===== config.mk =====
export PLATFORM = sky130hd
export DESIGN_NAME = pid_controller_step_unit
export DESIGN_NICKNAME = d
export VERILOG_FILES = /design/src/hw/rtl/pidc_pkg.sv /design/src/hw/rtl/pidc_datapath.sv /design/src/hw/rtl/pidc_ctrl.sv /design/src/hw/rtl/pid_controller_step_unit.sv
export SDC_FILE = /design/constraint.sdc
export NUM_CORES = 2
export LEC_CHECK = 0
export BUFFER_PORTS_ARGS = -buffer_cell sky130_fd_sc_hd__buf_2
export CAP_MARGIN = 20
export CORE_MARGIN = 2
export CORE_UTILIZATION = 43
export CTS_BUF_LIST = sky130_fd_sc_hd__clkbuf_8
export CTS_CLUSTER_DIAMETER = 80
export CTS_CLUSTER_SIZE = 24
export DETAILED_ROUTE_END_ITERATION = 6
export PLACE_DENSITY = 0.54
export SLEW_MARGIN = 20
export SYNTH_ARGS = -nofsm -noshare
export SYNTH_HDL_FRONTEND = slang
export SYNTH_SLANG_ARGS = --single-unit

===== constraint.sdc =====
create_clock -name clk -period 23 [get_ports clk]
set_input_delay 1.15 -clock clk [delete_from_list [all_inputs] [get_ports clk]]
set_output_delay 1.15 -clock clk [all_outputs]
set_load 0.05 [all_outputs]

===== src/hw/rtl/pidc_pkg.sv =====
// pidc_pkg: shared types and constants of the pid controller step unit
// depends on nothing
`timescale 1ns / 1ps
package pidc_pkg;

	localparam int unsigned NumRegs  = 8;
	localparam int unsigned AddrW    = 5;

	typedef enum logic [2:0] {
		REG_PROP  = 3'd0,
		REG_INTEG = 3'd1,
		REG_DERIV = 3'd2,
		REG_TSTEP = 3'd3,
		REG_LOW   = 3'd4,
		REG_HIGH  = 3'd5,
		REG_RATE  = 3'd6,
		REG_ASYM  = 3'd7
	} reg_idx_t;

	// datapath operations; each controller state issues one of them
	typedef enum logic [3:0] {
		OP_NONE,
		OP_LOAD,
		OP_ERR,
		OP_ERR_SCALE,
		OP_KP,
		OP_KI1,
		OP_KI2,
		OP_SUM,
		OP_DIFF,
		OP_DQ,
		OP_KD,
		OP_OUT
	} op_t;

	typedef enum logic [4:0] {
		ST_IDLE,
		ST_ERR,
		ST_ERR_SCALE,
		ST_ERR_WAIT,
		ST_KP,
		ST_KP_WAIT,
		ST_KI1,
		ST_KI1_WAIT,
		ST_KI2,
		ST_KI2_WAIT,
		ST_SUM,
		ST_DIFF,
		ST_DQ,
		ST_DQ_WAIT,
		ST_KD,
		ST_KD_WAIT,
		ST_OUT
	} state_t;

	typedef struct packed {
		op_t  op;
		logic start_unit;
	} cmd_t;

	typedef struct packed {
		logic unit_done;
	} stat_t;

endpackage


===== src/hw/rtl/pidc_datapath.sv =====
// pidc_datapath: registers, shared multiply and iterative divide unit, and clamp logic
// depends on pidc_pkg
`timescale 1ns / 1ps
module pidc_datapath #(
	parameter int unsigned DATA_WIDTH = 32,
	parameter int unsigned FRAC_BITS  = 16
) (
	input  logic                 clk,
	input  logic                 arst_n,
	input  pidc_pkg::cmd_t       cmd,
	output pidc_pkg::stat_t      stat,
	input  logic signed [31:0]   feedback,
	input  logic signed [31:0]   target,
	input  logic signed [31:0]   prop_gain,
	input  logic signed [31:0]   integ_gain,
	input  logic signed [31:0]   deriv_gain,
	input  logic        [30:0]   time_step,
	input  logic signed [31:0]   out_low_limit,
	input  logic signed [31:0]   out_high_limit,
	input  logic        [30:0]   integ_rate_limit,
	input  logic        [30:0]   asym_gain,
	output logic signed [31:0]   drive,
	output logic                 held
);
	import pidc_pkg::*;

	localparam int unsigned SatW = (DATA_WIDTH > 32) ? 32 : DATA_WIDTH;
	localparam logic signed [63:0] SatMax = (64'sd1 <<< (SatW - 1)) - 64'sd1;
	localparam logic signed [63:0] SatMin = -SatMax - 64'sd1;
	// quotient magnitude: 32 + FRAC_BITS bits, one bit a cycle
	localparam int unsigned QW   = 32 + FRAC_BITS;
	localparam int unsigned CntW = $clog2(QW + 1);

	logic signed [31:0] fb_q, tg_q, err_q, kp_q, ki_q, sum_q, integ_q, prev_q, diff_q, dq_q;
	logic signed [31:0] drv_q;
	logic               held_q, held_out_q;

	// shared unit
	logic               unit_div_q, busy_q, done_q, neg_q;
	logic signed [31:0] ma_q, mb_q;
	logic        [63:0] prod_s1;
	logic               mul_pend_q;
	logic        [QW-1:0] quo_q, dvd_q;
	logic        [31:0] den_q;
	logic        [32:0] rem_q;
	logic [CntW-1:0]    cnt_q;
	logic signed [31:0] res_q;

	function automatic logic signed [31:0] sat64(input logic signed [63:0] v);
		logic signed [63:0] r;
		begin
			r = v;
			if (v > SatMax) r = SatMax;
			else if (v < SatMin) r = SatMin;
			sat64 = r[31:0];
		end
	endfunction

	// operand selection for the shared unit
	logic               sel_div;
	logic signed [31:0] sel_a, sel_b;
	always_comb begin
		sel_div = 1'b0;
		sel_a   = '0;
		sel_b   = '0;
		unique case (cmd.op)
			OP_ERR_SCALE: begin
				sel_div = (err_q > 0);
				sel_a   = err_q;
				sel_b   = {1'b0, asym_gain};
			end
			OP_KP: begin
				sel_a = prop_gain;
				sel_b = err_q;
			end
			OP_KI1: begin
				sel_a = integ_gain;
				sel_b = integ_q;
			end
			OP_KI2: begin
				sel_a = ki_q;
				sel_b = {1'b0, time_step};
			end
			OP_DQ: begin
				sel_div = 1'b1;
				sel_a   = diff_q;
				sel_b   = {1'b0, time_step};
			end
			OP_KD: begin
				sel_a = dq_q;
				sel_b = deriv_gain;
			end
			default: ;
		endcase
	end

	logic signed [63:0] prod_sh;
	logic [32:0] rem_try;
	logic [QW:0] mag_full;
	always_comb begin
		prod_sh = $signed(prod_s1) >>> FRAC_BITS;
		rem_try = {rem_q[31:0], dvd_q[QW-1]} - {1'b0, den_q};
		mag_full = {1'b0, quo_q};
	end

	always_ff @(posedge clk or negedge arst_n) begin
		if (!arst_n) begin
			busy_q     <= 1'b0;
			done_q     <= 1'b0;
			mul_pend_q <= 1'b0;
			unit_div_q <= 1'b0;
			cnt_q      <= '0;
		end else begin
			done_q <= 1'b0;
			if (cmd.start_unit) begin
				unit_div_q <= sel_div;
				if (sel_div && sel_b == 0) begin
					res_q  <= (sel_a > 0) ? SatMax[31:0] : ((sel_a < 0) ? SatMin[31:0] : 32'sd0);
					done_q <= 1'b1;
				end else if (sel_div) begin
					busy_q <= 1'b1;
					neg_q  <= sel_a[31];
					dvd_q  <= {(sel_a[31] ? 32'(-sel_a) : 32'(sel_a)), {FRAC_BITS{1'b0}}};
					den_q  <= sel_b;
					rem_q  <= '0;
					quo_q  <= '0;
					cnt_q  <= CntW'(QW);
				end else begin
					ma_q       <= sel_a;
					mb_q       <= sel_b;
					mul_pend_q <= 1'b1;
					busy_q     <= 1'b1;
				end
			end else if (busy_q && !unit_div_q) begin
				// multiply: product register then shift and saturate
				if (mul_pend_q) begin
					prod_s1    <= 64'(ma_q * mb_q);
					mul_pend_q <= 1'b0;
				end else begin
					res_q  <= sat64(prod_sh);
					busy_q <= 1'b0;
					done_q <= 1'b1;
				end
			end else if (busy_q) begin
				// restoring division, one quotient bit a cycle
				if (cnt_q != 0) begin
					dvd_q <= {dvd_q[QW-2:0], 1'b0};
					if (!rem_try[32]) begin
						rem_q <= rem_try;
						quo_q <= {quo_q[QW-2:0], 1'b1};
					end else begin
						rem_q <= {rem_q[31:0], dvd_q[QW-1]};
						quo_q <= {quo_q[QW-2:0], 1'b0};
					end
					cnt_q <= cnt_q - 1'b1;
				end else begin
					res_q  <= sat64(neg_q ? -$signed(64'(mag_full)) : $signed(64'(mag_full)));
					busy_q <= 1'b0;
					done_q <= 1'b1;
				end
			end
		end
	end

	assign stat.unit_done = done_q;

	logic signed [31:0] ichg;
	logic signed [31:0] rate_s;
	always_comb begin
		rate_s = {1'b0, integ_rate_limit};
		ichg   = err_q;
		if (err_q > rate_s) ichg = rate_s;
		else if (err_q < -rate_s) ichg = -rate_s;
	end

	always_ff @(posedge clk or negedge arst_n) begin
		if (!arst_n) begin
			integ_q    <= '0;
			prev_q     <= '0;
			held_q     <= 1'b0;
			held_out_q <= 1'b0;
			drv_q      <= '0;
		end else begin
			unique case (cmd.op)
				OP_LOAD: begin
					fb_q <= feedback;
					tg_q <= target;
				end
				OP_ERR: err_q <= sat64(64'(tg_q) - 64'(fb_q));
				OP_ERR_SCALE: if (done_q) err_q <= res_q;
				OP_KP:  if (done_q) kp_q <= res_q;
				OP_KI1: if (done_q) ki_q <= res_q;
				OP_KI2: if (done_q) ki_q <= res_q;
				OP_SUM: begin
					// sum of p and i; clamp and conditional integration
					if (sat64(64'(kp_q) + 64'(ki_q)) > out_high_limit) begin
						sum_q  <= out_high_limit;
						held_q <= 1'b1;
					end else if (sat64(64'(kp_q) + 64'(ki_q)) <= out_low_limit) begin
						sum_q  <= out_low_limit;
						held_q <= 1'b1;
					end else begin
						sum_q   <= sat64(64'(kp_q) + 64'(ki_q));
						held_q  <= 1'b0;
						integ_q <= sat64(64'(integ_q) + 64'(ichg));
					end
				end
				OP_DIFF: diff_q <= sat64(64'(fb_q) - 64'(prev_q));
				OP_DQ:  if (done_q) dq_q <= res_q;
				OP_KD:  if (done_q) dq_q <= res_q;
				OP_OUT: begin
					drv_q      <= sat64(64'(sum_q) + 64'(dq_q));
					held_out_q <= held_q;
					prev_q     <= fb_q;
				end
				default: ;
			endcase
		end
	end

	assign drive = drv_q;
	assign held  = held_out_q;

endmodule


===== src/hw/rtl/pidc_ctrl.sv =====
// pidc_ctrl: sequencer for one controller step
// depends on pidc_pkg
`timescale 1ns / 1ps
module pidc_ctrl (
	input  logic            clk,
	input  logic            arst_n,
	input  logic            in_fire,
	input  logic            out_busy,
	output logic            in_ready,
	output logic            out_load,
	output pidc_pkg::cmd_t  cmd,
	input  pidc_pkg::stat_t stat
);
	import pidc_pkg::*;

	state_t state_q, state_d;

	always_ff @(posedge clk or negedge arst_n) begin
		if (!arst_n) state_q <= ST_IDLE;
		else state_q <= state_d;
	end

	always_comb begin
		state_d        = state_q;
		cmd.op         = OP_NONE;
		cmd.start_unit = 1'b0;
		in_ready       = 1'b0;
		out_load       = 1'b0;
		unique case (state_q)
			ST_IDLE: begin
				in_ready = 1'b1;
				cmd.op   = OP_LOAD;
				if (in_fire) state_d = ST_ERR;
			end
			ST_ERR: begin
				cmd.op  = OP_ERR;
				state_d = ST_ERR_SCALE;
			end
			ST_ERR_SCALE: begin
				cmd.op = OP_ERR_SCALE; cmd.start_unit = 1'b1; state_d = ST_ERR_WAIT;
			end
			ST_ERR_WAIT: begin
				cmd.op = OP_ERR_SCALE; if (stat.unit_done) state_d = ST_KP;
			end
			ST_KP: begin
				cmd.op = OP_KP; cmd.start_unit = 1'b1; state_d = ST_KP_WAIT;
			end
			ST_KP_WAIT: begin
				cmd.op = OP_KP; if (stat.unit_done) state_d = ST_KI1;
			end
			ST_KI1: begin
				cmd.op = OP_KI1; cmd.start_unit = 1'b1; state_d = ST_KI1_WAIT;
			end
			ST_KI1_WAIT: begin
				cmd.op = OP_KI1; if (stat.unit_done) state_d = ST_KI2;
			end
			ST_KI2: begin
				cmd.op = OP_KI2; cmd.start_unit = 1'b1; state_d = ST_KI2_WAIT;
			end
			ST_KI2_WAIT: begin
				cmd.op = OP_KI2; if (stat.unit_done) state_d = ST_SUM;
			end
			ST_SUM: begin
				cmd.op = OP_SUM; state_d = ST_DIFF;
			end
			ST_DIFF: begin
				cmd.op = OP_DIFF; state_d = ST_DQ;
			end
			ST_DQ: begin
				cmd.op = OP_DQ; cmd.start_unit = 1'b1; state_d = ST_DQ_WAIT;
			end
			ST_DQ_WAIT: begin
				cmd.op = OP_DQ; if (stat.unit_done) state_d = ST_KD;
			end
			ST_KD: begin
				cmd.op = OP_KD; cmd.start_unit = 1'b1; state_d = ST_KD_WAIT;
			end
			ST_KD_WAIT: begin
				cmd.op = OP_KD; if (stat.unit_done) state_d = ST_OUT;
			end
			ST_OUT: begin
				// hold until the result register is free
				if (!out_busy) begin
					cmd.op   = OP_OUT;
					out_load = 1'b1;
					state_d  = ST_IDLE;
				end
			end
			default: state_d = ST_IDLE;
		endcase
	end

endmodule


===== src/hw/rtl/pid_controller_step_unit.sv =====
// pid_controller_step_unit: top level, apb register file, stream ports, controller and datapath
// depends on pidc_pkg, pidc_ctrl, pidc_datapath
// a step divides twice when the error is positive (error scale and derivative), once otherwise
// one step at a time, paced by the shared bit-serial divider; a new word enters only in idle
// the result register lets the next word enter while a result waits
// arst_n clears state, integrator and previous feedback; gains reset to 0, step and asym to 1.0
`timescale 1ns / 1ps
module pid_controller_step_unit #(
	parameter int unsigned DATA_WIDTH = 32,
	parameter int unsigned FRAC_BITS  = 16
) (
	input  logic        clk,
	input  logic        arst_n,
	input  logic        psel,
	input  logic        penable,
	input  logic        pwrite,
	input  logic [pidc_pkg::AddrW-1:0] paddr,
	input  logic [31:0] pwdata,
	output logic [31:0] prdata,
	output logic        pready,
	input  logic        s_tvalid,
	output logic        s_tready,
	input  logic [63:0] s_tdata,   // feedback[31:0], target[63:32]
	output logic        m_tvalid,
	input  logic        m_tready,
	output logic [31:0] m_tdata,   // drive[31:0]
	output logic        m_tuser    // held
);
	import pidc_pkg::*;

	logic signed [31:0] prop_q, integ_q, deriv_q, low_q, high_q;
	logic        [30:0] tstep_q, rate_q, asym_q;
	logic        [2:0]  idx;

	assign pready = 1'b1;
	assign idx    = paddr[4:2];

	always_ff @(posedge clk or negedge arst_n) begin
		if (!arst_n) begin
			prop_q  <= '0;
			integ_q <= '0;
			deriv_q <= '0;
			tstep_q <= 31'd65536;
			low_q   <= '0;
			high_q  <= '0;
			rate_q  <= '0;
			asym_q  <= 31'd65536;
		end else if (psel && penable && pwrite && paddr[1:0] == 2'b00) begin
			unique case (reg_idx_t'(idx))
				REG_PROP:  prop_q  <= pwdata;
				REG_INTEG: integ_q <= pwdata;
				REG_DERIV: deriv_q <= pwdata;
				REG_TSTEP: tstep_q <= pwdata[30:0];
				REG_LOW:   low_q   <= pwdata;
				REG_HIGH:  high_q  <= pwdata;
				REG_RATE:  rate_q  <= pwdata[30:0];
				REG_ASYM:  asym_q  <= pwdata[30:0];
				default: ;
			endcase
		end
	end

	always_comb begin
		unique case (reg_idx_t'(idx))
			REG_PROP:  prdata = prop_q;
			REG_INTEG: prdata = integ_q;
			REG_DERIV: prdata = deriv_q;
			REG_TSTEP: prdata = {1'b0, tstep_q};
			REG_LOW:   prdata = low_q;
			REG_HIGH:  prdata = high_q;
			REG_RATE:  prdata = {1'b0, rate_q};
			REG_ASYM:  prdata = {1'b0, asym_q};
			default:   prdata = '0;
		endcase
	end

	cmd_t  cmd;
	stat_t stat;
	logic  out_load;
	logic  valid_q;
	logic signed [31:0] drv;
	logic  hld;

	pidc_ctrl u_ctrl (
		.clk      (clk),
		.arst_n   (arst_n),
		.in_fire  (s_tvalid && s_tready),
		.out_busy (valid_q && !m_tready),
		.in_ready (s_tready),
		.out_load (out_load),
		.cmd      (cmd),
		.stat     (stat)
	);

	pidc_datapath #(
		.DATA_WIDTH (DATA_WIDTH),
		.FRAC_BITS  (FRAC_BITS)
	) u_dp (
		.clk              (clk),
		.arst_n           (arst_n),
		.cmd              (cmd),
		.stat             (stat),
		.feedback         (s_tdata[31:0]),
		.target           (s_tdata[63:32]),
		.prop_gain        (prop_q),
		.integ_gain       (integ_q),
		.deriv_gain       (deriv_q),
		.time_step        (tstep_q),
		.out_low_limit    (low_q),
		.out_high_limit   (high_q),
		.integ_rate_limit (rate_q),
		.asym_gain        (asym_q),
		.drive            (drv),
		.held             (hld)
	);

	// result word valid flag; data sits in the datapath output register
	always_ff @(posedge clk or negedge arst_n) begin
		if (!arst_n) valid_q <= 1'b0;
		else if (out_load) valid_q <= 1'b1;
		else if (m_tready) valid_q <= 1'b0;
	end

	assign m_tvalid = valid_q;
	assign m_tdata  = drv;
	assign m_tuser  = hld;

endmodule

# Word-level counts from Yosys, hierarchy flattened
# Cells that the tools add are included.
dict set report totals {
  reg_bits 944
  output_inout_bits 68
}
dict set report classes {
  add_sub_neg 10
  multipliers 1
  order_cmp 21
  n_eq_ne 50
  muxes 97
  n_bitwise 5
  reduce_logical 55
}
# cell count
set ops {}
lappend ops {{2-to-1 mux 32 bit} 37}
lappend ops {{2-to-1 mux 48 bit} 12}
lappend ops {{case mux 32 bit (8 select lines)} 1}
lappend ops {{case mux 32 bit (6 select lines)} 1}
lappend ops {{> comparator 33 x 32 -> 1 bit, second input constant} 5}
lappend ops {{< comparator 33 x 32 -> 1 bit, second input constant} 5}
lappend ops {{case mux 32 bit (5 select lines)} 1}
lappend ops {{adder 32 x 32 -> 33 bit} 3}
lappend ops {{case mux 5 bit (17 select lines)} 1}
lappend ops {{subtractor 32 x 32 -> 33 bit} 2}
lappend ops {{> comparator 32 x 1 -> 1 bit, second input constant} 2}
lappend ops {{> comparator 32 bit} 2}
lappend ops {{> comparator 64 x 32 -> 1 bit, second input constant} 1}
lappend ops {{< comparator 64 x 32 -> 1 bit, second input constant} 1}
lappend ops {{multiplier 32 x 32 -> 64 bit} 1}
lappend ops {{2-to-1 mux 64 bit} 1}
lappend ops {{negation 48 -> 64 bit} 1}
lappend ops {{case mux 32 bit (2 select lines)} 1}
lappend ops {{> comparator 48 x 32 -> 1 bit, second input constant} 1}
lappend ops {{< comparator 48 x 32 -> 1 bit, second input constant} 1}
lappend ops {{case mux 4 bit (11 select lines)} 1}
lappend ops {{== test 5 x 4 -> 1 bit, second input constant} 8}
lappend ops {{2-to-1 mux 5 bit} 8}
lappend ops {{2-to-1 mux 6 bit} 6}
lappend ops {{43 further kinds} 136}

# Longest topological paths before layout
dict set report depth {
  depth_word 12
  mapped_depth 38
  ltp_nobuf 34
}

# Cells and area by module
# A second synthesis with hierarchy kept.
dict set report unflattened {
  cells_unflattened 9200
  area_unflattened_um2 90917.2
}
# mod instances cells_each area_each_um2 seq_area_each_um2
set modules_own_cells {}
lappend modules_own_cells {pidc_datapath 1 8331 78919.4 19068.3}
lappend modules_own_cells {pid_controller_step_unit 1 819 11608.6 6358.6}
lappend modules_own_cells {pidc_ctrl 1 50 389.1 125.1}

# Worst setup path after synthesis
# Ideal clock, no wire load.
dict set report synth_timing {
  path_kind {register to register}
  start {register u_ctrl.state_q[1]}
  end {register u_dp.fb_q[0], enable pin}
  arrival_time_ps 8479
  t_required_ps 22356
  slack_ps 13877
  stages_incl_launch_ff 12
  period_less_slack_ps 9123
  path_cell_list {dfrtp_1 > buf_2 > buf_2 > buf_1 > buf_1 > clkbuf_1 > buf_1 > nand2_1 > o21ai_0 > a221o_1 > nand2_1 > nor4_1}
}
dict set report synth_via {
  elab_chain_cells 5
  elab_cells_between_ends 26
}
# element line
set synth_lines {}
lappend synth_lines {{start: declaration} pidc_ctrl.sv:16} ;# state_t state_q, state_d;
lappend synth_lines {{start signal: assignment} pidc_ctrl.sv:20} ;# else state_q <= state_d;
lappend synth_lines {{== test 5 x 4 -> 1 bit (tied with other cells)} pidc_ctrl.sv:29} ;# unique case (state_q)
lappend synth_lines {{OR reduction 2 bit (no source line)} -}
lappend synth_lines {{case mux 4 bit (11 select lines) *} pidc_ctrl.sv:29}
lappend synth_lines {{== test 4 x 1 -> 1 bit *} pidc_datapath.sv:184} ;# unique case (cmd.op)
lappend synth_lines {{AND reduction 2 bit (no source line) *} -}
lappend synth_lines {{end signal: assignment} pidc_datapath.sv:186} ;# fb_q <= feedback;
lappend synth_lines {{end: declaration} pidc_datapath.sv:34} ;# logic signed [31:0] fb_q, tg_q, err_q, kp_q, ki_q, sum_q, integ_q, prev_q, diff_q, dq_q;
# Every way passes the cells marked *; elsewhere a longest branch is shown, timed or not.
# A chain may end at the register's enable or synchronous reset.

# Worst setup path in the final report
dict set report layout_timing {
  start {register rate_q[1]}
  end {register u_dp.integ_q[9]}
}
dict set report layout_via {
  elab_chain_cells 8
  elab_cells_between_ends 10
}
# element line
set layout_lines {}
lappend layout_lines {{start: declaration} pid_controller_step_unit.sv:32} ;# logic [30:0] tstep_q, rate_q, asym_q;
lappend layout_lines {{start signal: assignment} pid_controller_step_unit.sv:56} ;# REG_RATE: rate_q <= pwdata[30:0];
lappend layout_lines {{negation 31 -> 32 bit} pidc_datapath.sv:173} ;# else if (err_q < -rate_s) ichg = -rate_s;
lappend layout_lines {{< comparator 32 bit} pidc_datapath.sv:173}
lappend layout_lines {{2-to-1 mux 32 bit} pidc_datapath.sv:173}
lappend layout_lines {{2-to-1 mux 32 bit *} pidc_datapath.sv:172} ;# if (err_q > rate_s) ichg = rate_s;
lappend layout_lines {{adder 32 x 32 -> 33 bit *} pidc_datapath.sv:205} ;# integ_q <= sat64(64'(integ_q) + 64'(ichg));
lappend layout_lines {{< comparator 33 x 32 -> 1 bit} pidc_datapath.sv:54} ;# else if (v < SatMin) r = SatMin;
lappend layout_lines {{2-to-1 mux 32 bit} pidc_datapath.sv:54}
lappend layout_lines {{2-to-1 mux 32 bit *} pidc_datapath.sv:53} ;# if (v > SatMax) r = SatMax;
lappend layout_lines {{end signal: assignment} pidc_datapath.sv:205}
lappend layout_lines {{end: declaration} pidc_datapath.sv:34}
# Marked as above.

==> results.cfg <==
[placement]
io_buffers = 174
dpl-instance-area_um2 = 94600
gp_congestion = 0.976
dp_hpwl_mm = 239

[grt]
grt_pass1_wl_mm = 460
grt_start_max_net_pins = 152
grt_use_met1_pct = 38.7
grt_util_met2_pct = 45.7
grt.overflow.total = 0
grt_pass1_vias = 69835
busiest_layer = met2
grtUsageTotal_pct = 28.6
antenna_found_initial = 22
grt_util_met3_pct = 3.87

[drt]
drt-total-wl_mm = 307
drt_iter0_drc = 6338
ant_nets = 0
dr.pass1.iters = 6
drc = 0
vias = 68548
vias_per_cell = 5.69
post_drt_wl_per_cell_um = 25.5

[sta]
period_needed_ns = 9.79
period_share_pct = 42.6
worstMarginPinSlew_ns = 1.29
hold_viol_final = 0
fmaxAchievable_mhz = 102
setup_tns_ns = 0
slew_viol_final = 0
skew_ns = 0.0998
grt_setup_unrepaired = no
slew_headroom_pct = 13.6
setup_viol = 0

[clock_tree]
post_cts_resized = 0
cts.sink_count = 912
cts_root_buf = clkbuf_8
ctsHoldBuffers = 0
cts_buffer_depth = 3
cts_setup_buffers = 0
cts.clk_slew.worst_paths_ns = 0.14
clk_latency_ns = 0.89
cts_tree = done
numCtsBuffers = 66
cts.htree.levels = 3

[finish]
multi_input_area_um2 = 57900
regArea_um2 = 25600
drive_above_1_share_pct = 9.49
final_area_um2 = 96200
fin_nets = 10886
reg_top3 = u_dp.prod_s1 x48, u_dp.quo_q x48
fill_cells = 20218
area_growth_pct = 6.47

[die]
ios = 176
die_h_um = 462
die_w_um = 462
num_rows = 168
initial_utilization_pct = 43.2
core_area_um2 = 209000
floorplan.die_area_um2 = 214000

[worst_setup_path]
cp.arrival_ns = 10.53
slowest_delay_ns = 0.89
crit_required_ns = 23.74
worst-path-max-fanout = 32
slowest_stage = nor2_1
crit_type = reg -> reg
r2r_slack_ns = 13.21
cp-start-kind = register
cp-end-kind = register

[synth]
syn_avg_cell_area_um2 = 9.80
synth_top_area_share_pct = 24.1
syn_nets = 10921
ys_seq_area_share_pct = 28.3
synthTopCellsByArea = fa_1 24%, edfxtp_1 18%, dfrtp_1 10%
ys_seq_elements = 912
synthCells = 9223
async_reset_ff_share_pct = 40.2
yosysMostFrequentCell = inv_1
ys_types = 103
synthFlopType = edfxtp_1
ys_warn_count = 0
syn_area_um2 = 90400
yosysTopAreaCell = fa_1
synth_edf_count = 545
ys_top_cells_by_count = 1,434 x inv_1, 1,217 x nand2_1, 1,087 x fa_1

[run_status]
run_status = complete, no violations

[run]
cap_violations = 0

[min_path]
hold_class = in -> async
## path summary, 6_finish.rpt
check,startpoint,to,depth (start not counted)
max reg2reg,rate_q[1],u_dp.integ_q[9],34
max,rate_q[1],u_dp.integ_q[9],34
min reg2reg,u_dp.prev_q[17],u_dp.prev_q[17],2
max in group asynchronous,arst_n,u_dp.prev_q[0],3
min,arst_n,tstep_q[11],1
min in group clk,s_tdata[37],u_dp.tg_q[5],1
## final cells by class
class / count / area share, %
multi-input cells: 6420 / 60.2
flip-flops and latches: 912 / 26.6
inverters: 1436 / 5.60
well taps: 2805 / 3.65
repair buffers: 352 / 2.35
clock buffers: 70 / 1.00
clock inverters: 50 / 0.646
diodes: 9 / 0.0234
## cells in the final DEF, fill, tap and decap left out, types with 29 or more instances in the layout
cell type     n
a21oi_1     371
fa_1       1087
o21ai_0     395
nor4_1       29
nand2b_1     90
mux2i_1     108
nor2_1      408
o22ai_1      58
xor2_1      119
a211oi_1     48
o21a_1       51
a22o_1       47
mux4_2       29
nand4_1      57
mux2_2      278
and2_1      301
nor3_1       70
or2_1        30
a22oi_1      70
buf_4       174
xnor2_1     182
a221oi_1     42
edfxtp_1    545
clkbuf_8     70
or3_1        29
ha_1        503
buf_2       172
dfrtp_1     361
inv_1      1442
nand3_1      94
maj3_1       33
nand2_1    1216
a31oi_1      42
a21o_1      157
nor2b_1      52
## metrics by stage
| stage | hold slack (ns) | instances | util, % | worst slack [ns] |
|---|---|---|---|---|
| after floorplan | 0.439 | 9223 | - | 13.88 |
| after global placement | 0.463 | 11920 | 45.1 | 13.36 |
| after detailed placement | 0.470 | 11922 | 45.2 | 13.41 |
| after CTS | 0.228 | 12042 | 45.9 | 13.34 |
| after global routing | 0.278 | 12047 | 46.0 | 12.37 |
| final | 0.246 | 12054 | 46.0 | 13.21 |
## kinds of logic after synthesis
group | share of synthesized area, %
DFF | 28.3
and+or+nand+nor | 13.1
other | 0.00415
muxes | 5.39
AOI/OAI and AO/OA | 11.0
adders and majority gates | 31.4
xor gates and xnor gates | 2.92
buffers and inverters | 7.92
## metal layers
| layer | up-vias | wire [um] |
|---|---|---|
| li1 | 30291 | - |
| met1 | 35146 | 128000 |
| met2 | 2588 | 142000 |
| met3 | 513 | 21200 |
| met4 | 10 | 16600 |
| met5 | - | 67 |
## critical path, delay by kind of cell (launching register included)
kind                     cells  cell delay (ns)
AND/OR/NAND/NOR             15             4.32
AO/OA/AOI/OAI               12             3.02
adder cells (fa/ha/maj)      3             0.94
buffers and inverters        2             0.58
flip-flops                   1             0.46
multiplexers                 2             0.36
Power is not shown: default switching activity piles up to over one toggle a cycle in this logic, so the estimate is an artifact.
